`src/three_link_arm_inertia_gravity_unit_assert.svh`:
```
// Assertion macros for the three-link arm inertia and gravity unit.
`ifndef THREE_LINK_ARM_INERTIA_GRAVITY_UNIT_ASSERT_SVH
`define THREE_LINK_ARM_INERTIA_GRAVITY_UNIT_ASSERT_SVH

// Same-cycle implication, checked outside reset.
`define TLAIG_ASSERT_IMPLY(lbl, ante, cons) \
  lbl: assert property (@(posedge clk) disable iff (!rst_n) (ante) |-> (cons)) \
    else $error("tlaig assertion failed");

// Next-cycle implication, checked during reset too.
`define TLAIG_ASSERT_NEXT(lbl, ante, cons) \
  lbl: assert property (@(posedge clk) (ante) |=> (cons)) \
    else $error("tlaig assertion failed");

`endif

```
`src/tlaig_pkg.sv`:
```
`timescale 1ns / 1ps
`default_nettype none
// ----------------------------------------------------------------------------
// tlaig_pkg
// Widths, fixed coefficients, arctangent table and payload types shared by
// the arm inertia and gravity unit.
// ----------------------------------------------------------------------------
package tlaig_pkg;

  localparam int ANGLE_BITS   = 16;
  localparam int RESULT_BITS  = 32;
  localparam int FRAC_BITS    = ANGLE_BITS - 3;
  localparam int SUM_W        = ANGLE_BITS + 2;
  localparam int PROD_W       = SUM_W + 31;
  localparam int TRIG_W       = 32;
  localparam int XY_W         = 34;
  localparam int Z_W          = 33;
  localparam int CORDIC_STEPS = 30;
  localparam int NUM_TRIG     = 6;

  localparam logic [29:0] INV_TWO_PI_Q32  = 30'd683565276;
  localparam logic [29:0] CORDIC_GAIN_Q30 = 30'd652032874;

  localparam logic signed [31:0] K_A3 = 32'sd8279439;
  localparam logic signed [31:0] K_A5 = 32'sd3206475;
  localparam logic signed [31:0] K_A6 = 32'sd2734935;
  localparam logic signed [31:0] K_B1 = 32'sd474362122;
  localparam logic signed [31:0] K_B2 = 32'sd238886157;
  localparam logic signed [31:0] K_B3 = 32'sd92516233;

  // constant parts, already scaled to Q54
  localparam logic signed [63:0] C_A124 = 64'sd25026717 <<< 30;
  localparam logic signed [63:0] C_A24  = 64'sd8992983 <<< 30;
  localparam logic signed [63:0] C_A4   = 64'sd3269061 <<< 30;

  typedef struct packed {
    logic signed [TRIG_W-1:0] c1;
    logic signed [TRIG_W-1:0] c2;
    logic signed [TRIG_W-1:0] c12;
    logic signed [TRIG_W-1:0] s0;
    logic signed [TRIG_W-1:0] s01;
    logic signed [TRIG_W-1:0] s012;
  } trig_t;

  typedef struct packed {
    logic signed [RESULT_BITS-1:0] inertia_00;
    logic signed [RESULT_BITS-1:0] inertia_01;
    logic signed [RESULT_BITS-1:0] inertia_02;
    logic signed [RESULT_BITS-1:0] inertia_11;
    logic signed [RESULT_BITS-1:0] inertia_12;
    logic signed [RESULT_BITS-1:0] inertia_22;
    logic signed [RESULT_BITS-1:0] gravity_base;
    logic signed [RESULT_BITS-1:0] gravity_middle;
    logic signed [RESULT_BITS-1:0] gravity_tip;
  } result_t;

  // arctangent of 2^-i in 2^-32 turn units
  function automatic logic [31:0] atan_turn(input int idx);
    logic [31:0] v;
    case (idx)
      0:  v = 32'h20000000;
      1:  v = 32'h12E4051E;
      2:  v = 32'h09FB385B;
      3:  v = 32'h051111D4;
      4:  v = 32'h028B0D43;
      5:  v = 32'h0145D7E1;
      6:  v = 32'h00A2F61E;
      7:  v = 32'h00517C55;
      8:  v = 32'h0028BE53;
      9:  v = 32'h00145F2F;
      10: v = 32'h000A2F98;
      11: v = 32'h000517CC;
      12: v = 32'h00028BE6;
      13: v = 32'h000145F3;
      14: v = 32'h0000A2FA;
      15: v = 32'h0000517D;
      16: v = 32'h000028BE;
      17: v = 32'h0000145F;
      18: v = 32'h00000A30;
      19: v = 32'h00000518;
      20: v = 32'h0000028C;
      21: v = 32'h00000146;
      22: v = 32'h000000A3;
      23: v = 32'h00000051;
      24: v = 32'h00000029;
      25: v = 32'h00000014;
      26: v = 32'h0000000A;
      27: v = 32'h00000005;
      28: v = 32'h00000003;
      29: v = 32'h00000001;
      default: v = 32'h00000000;
    endcase
    return v;
  endfunction

endpackage
`default_nettype wire

```
`src/tlaig_trig_queue.sv`:
```
`timescale 1ns / 1ps
`default_nettype none
// ----------------------------------------------------------------------------
// tlaig_trig_queue
// Two-entry queue of trig value sets between the front and the back.
// ----------------------------------------------------------------------------
module tlaig_trig_queue (
  input  wire logic             clk,
  input  wire logic             rst_n,
  input  wire logic             push,
  input  wire tlaig_pkg::trig_t push_data,
  output logic                  full,
  input  wire logic             pop,
  output logic                  empty,
  output tlaig_pkg::trig_t      pop_data
);
  import tlaig_pkg::*;

  trig_t      mem_r [2];
  logic       wr_r, rd_r;
  logic [1:0] cnt_r;
  logic       do_push, do_pop;

  assign full     = (cnt_r == 2'd2);
  assign empty    = (cnt_r == 2'd0);
  assign do_push  = push && !full;
  assign do_pop   = pop && !empty;
  assign pop_data = mem_r[rd_r];

  always_ff @(posedge clk) begin
    if (!rst_n) begin
      wr_r  <= 1'b0;
      rd_r  <= 1'b0;
      cnt_r <= 2'd0;
    end else begin
      if (do_push) wr_r <= !wr_r;
      if (do_pop)  rd_r <= !rd_r;
      cnt_r <= cnt_r + 2'(do_push) - 2'(do_pop);
    end
  end

  always_ff @(posedge clk) begin
    if (do_push) mem_r[wr_r] <= push_data;
  end

endmodule
`default_nettype wire

```
`config.mk`:
```
export PLATFORM = sky130hd
export DESIGN_NAME = tlaig_trig_queue
export DESIGN_NICKNAME = d
export VERILOG_FILES = /design/src/three_link_arm_inertia_gravity_unit_assert.svh /design/src/tlaig_pkg.sv /design/src/tlaig_trig_queue.sv
export SDC_FILE = /design/constraint.sdc
export NUM_CORES = 1
export LEC_CHECK = 0
export ABC_AREA = 1
export BUFFER_PORTS_ARGS = -buffer_cell sky130_fd_sc_hd__buf_4
export CORE_ASPECT_RATIO = 0.5
export CORE_UTILIZATION = 50
export DETAILED_ROUTE_END_ITERATION = 10
export PLACE_DENSITY = 0.77
export SYNTH_ARGS = -nofsm -noshare
export SYNTH_HDL_FRONTEND = slang
export SYNTH_SLANG_ARGS = --single-unit
```
`constraint.sdc`:
```
create_clock -name clk -period 15 [get_ports clk]
set_clock_uncertainty 0.1 [all_clocks]
set_input_delay 1.5 -clock clk [delete_from_list [all_inputs] [get_ports clk]]
set_output_delay 1.5 -clock clk [all_outputs]
set_load 0.1 [all_outputs]
```
==> results.py <==
metrics = {
    "global_route": {
        "use_met2": 0.3799,
        "grt_use_met3": 0.04390,
        "grt_busiest_layer": "met2",
        "grt.overflow.total": 0,
        "track_usage": 0.2019,
        "grt_pass1_wl_mm": 43.55,
        "use_met1": 0.2233,
        "antenna_found_initial": 4,
        "grt_pass1_vias": 7658,
        "grt_max_degree": 89,
    },
    "critical_path": {
        "critPathMaxFanout": 80,
        "cp_slowest_cell": "buf_4",
        "worstSetupStartpointType": "register",
        "critical-path-max-stage-delay_ns": 0.89,
        "critical_path.most_common_cell": "buf_4",
        "cp.required_ns": 13.40,
        "crit_buf_inv": 2,
        "cp-end-kind": "primary output",
        "cp_top_family": "buffers and inverters",
        "rrSetupSlack_ns": 12.14,
        "criticalPathCategory": "register to primary output",
        "worstPathArrival_ns": 3.08,
        "cp_cell_sequence": "buf_4, mux2_2, buf_4",
    },
    "sta": {
        "slew_viol_final": 0,
        "hold_viol_final": 0,
        "tightest_slew_ns": 1.088,
        "rsz0062_at_grt": "false",
        "setup-violations-final": 0,
        "fin_crit_sh": 0.3121,
        "fin_tns_setup_ns": 0,
        "max_freq_mhz": 213.6,
        "max_slew_margin": 0.2748,
        "min_period_ns": 4.682,
    },
    "synth": {
        "avgSynthCellArea_um2": 22.32,
        "ys_ff_latch": 389,
        "ys_seq_area_frac": 0.8208,
        "synth_top_cell_area_share": 0.8137,
        "synth_area_leaders": "edfxtp_1 (81%), mux2_2 (15%), buf_6 (1.6%)",
        "netlist.top_cell.by_area": "edfxtp_1",
        "syn_inst": 635,
        "ys_warn_count": 0,
        "synth_top_cells_by_count": "edfxtp_1 (384), mux2_2 (192), buf_6 (20)",
        "yosys.cell_count.top_type": "edfxtp_1",
        "syn_nets": 833,
        "ys.flop_type": "edfxtp_1",
        "synth_edf_count": 384,
        "synth_cell_types": 11,
        "synthArstFlopShare": 0,
        "syn_area_um2": 14170,
    },
    "cells_and_area": {
        "area_growth_pct": 30.43,
        "seq_area_um2": 11630,
        "fin_area_um2": 18480,
        "multiInputGateArea_um2": 2283,
        "drive_gt1_frac": 0.5931,
        "n_fill_cell": 1942,
        "nets": 1245,
    },
    "power": {
        "clkPwrFrac": 0.205,
        "peakVddDrop_uv": 133.3,
        "p_int_mw": 2.250,
        "p_per_area_nw_per_um2": 224.5,
        "p_sw_frac": 0.4577,
        "cellLeakagePower_nw": 6.865,
        "p_sw_mw": 1.899,
        "seqPwrFrac": 0.345,
        "pwr-share-comb": 0.450,
    },
    "route": {
        "wl_per_cell_um": 20.79,
        "drc": 0,
        "firstDrtPassIters": 4,
        "ant_nets": 0,
        "vias": 7361,
        "drtIter0Drc": 379,
        "drt_wl_total_mm": 30.33,
        "vias_per_cell": 5.045,
    },
    "die": {
        "num_rows": 43,
        "start_util": 0.5105,
        "dieArea_um2": 29060,
        "pin_count": 390,
        "die_w_um": 240.1,
        "die_y_um": 121.0,
        "core_um2": 27760,
    },
    "clock_network": {
        "cts_tree": "yes",
        "ctsHoldBuffers": 0,
        "clk_path_buf_depth": 3,
        "cts-buffers-inserted": 35,
        "root_buffer": "clkbuf_16",
        "cts.htree.levels": 2,
        "postCtsSetupRepairBufs": 0,
        "clk_pin_slew_ns": 0.06,
        "clock_sinks": 389,
        "clock_latency_ns": 0.52,
        "cts.repair.resized": 0,
    },
    "min_path": {
        "hp-class": "register to register",
    },
    "run_status": {
        "outcome": "finished, final reports clean",
    },
    "job": {
        "drv_cap": 0,
    },
    "placement": {
        "place_hpwl_mm": 20.50,
        "portBuffers": 389,
        "placed_cell_area_um2": 17410,
        "gp_congestion": 0.7757,
    },
}
-- worst reg2reg max path, delay by kind of cell (launching register included) --
family | cells | cell delay (ns)
buf+inv | 3 | 1.60
flops | 1 | 0.35
simple gates | 3 | 0.33
-- path summary, 6_finish.rpt --
kind / start / to / cells past startpoint
min reg2reg: rd_r$_SDFFE_PN0P_ / register / 2
max reg2reg: cnt_r[0]$_SDFF_PN0_ / mem_r[0][190]$_DFFE_PP_ / 6
min: rd_r$_SDFFE_PN0P_ / register / 2
max: register / pop_data[139] / 3
-- logic make-up (layout without fill, tap and decap cells) --
logic type | count (synthesis) | count (layout) | share of synthesized area
AO/OA/AOI/OAI | 2 | 2 | 0.0007064
adder cells (fa/ha/maj) | 2 | 2 | 0.001766
buffers and inverters | 30 | 469 | 0.01863
flip-flops | 389 | 389 | 0.8208
multiplexers | 192 | 192 | 0.1526
other | 0 | 3 | 0
AND/OR/NAND/NOR | 20 | 20 | 0.005562
-- power by group through the flow --
stage	Clock [mW]	Combinational [mW]	Sequential [mW]
after floorplan	0	1.53	1.47
after global placement	0	1.86	1.45
after detailed placement	0	1.87	1.46
after CTS	0.874	1.88	1.43
after global routing	0.911	1.91	1.45
final	0.850	1.87	1.43
-- layout make-up --
cell class / count / area share
Timing Repair Buffer: 396 / 0.1608
Clock buffer: 44 / 0.04921
Clock inverter: 20 / 0.008530
Inverter: 9 / 0.002099
Sequential cell: 389 / 0.6295
Tap cell: 382 / 0.02586
Antenna cell: 3 / 0.0004062
Multi-Input combinational cell: 216 / 0.1235
-- routing by layer --
| metal | routed length [µm] | up-vias |
|---|---|---|
| li1 | - | 3341 |
| met1 | 11020 | 3771 |
| met5 | 11 | - |
| met2 | 17080 | 174 |
| met4 | 947 | 2 |
| met3 | 1273 | 73 |
-- sequential cells by signal (all words and copies together) (netlist names), named ones only --
signal / flops
cnt_r: 2
rd_r: 1
mem_r: 384
wr_r: 1
-- cells in the final DEF (no fill, tap or decap), drive strengths merged --
master,count
buf,396
edfxtp,384
mux2,192
clkbuf,44
clkinv,14
inv,13
nand2,9
nor2,8
dfxtp,5
diode,3
nand3,3
a21oi,2
ha,2
bufinv,2
-- per-stage QoR --
step | total power [mW] | setup slack (ns) | cells | hold WS (ns) | utilization
final | 4.149 | 10.32 | 1459 | 0.4397 | 0.6658
after global routing | 4.268 | 10.15 | 1459 | 0.4809 | 0.6658
after CTS | 4.185 | 10.30 | 1456 | 0.4386 | 0.6655
after detailed placement | 3.331 | 10.89 | 1392 | 0.4237 | 0.6271
after global placement | 3.306 | 10.94 | 1392 | 0.3796 | 0.6271
after floorplan | 3.001 | 4.623 | 635 | 0.3675 | -
(Power assumes the default switching activity.)
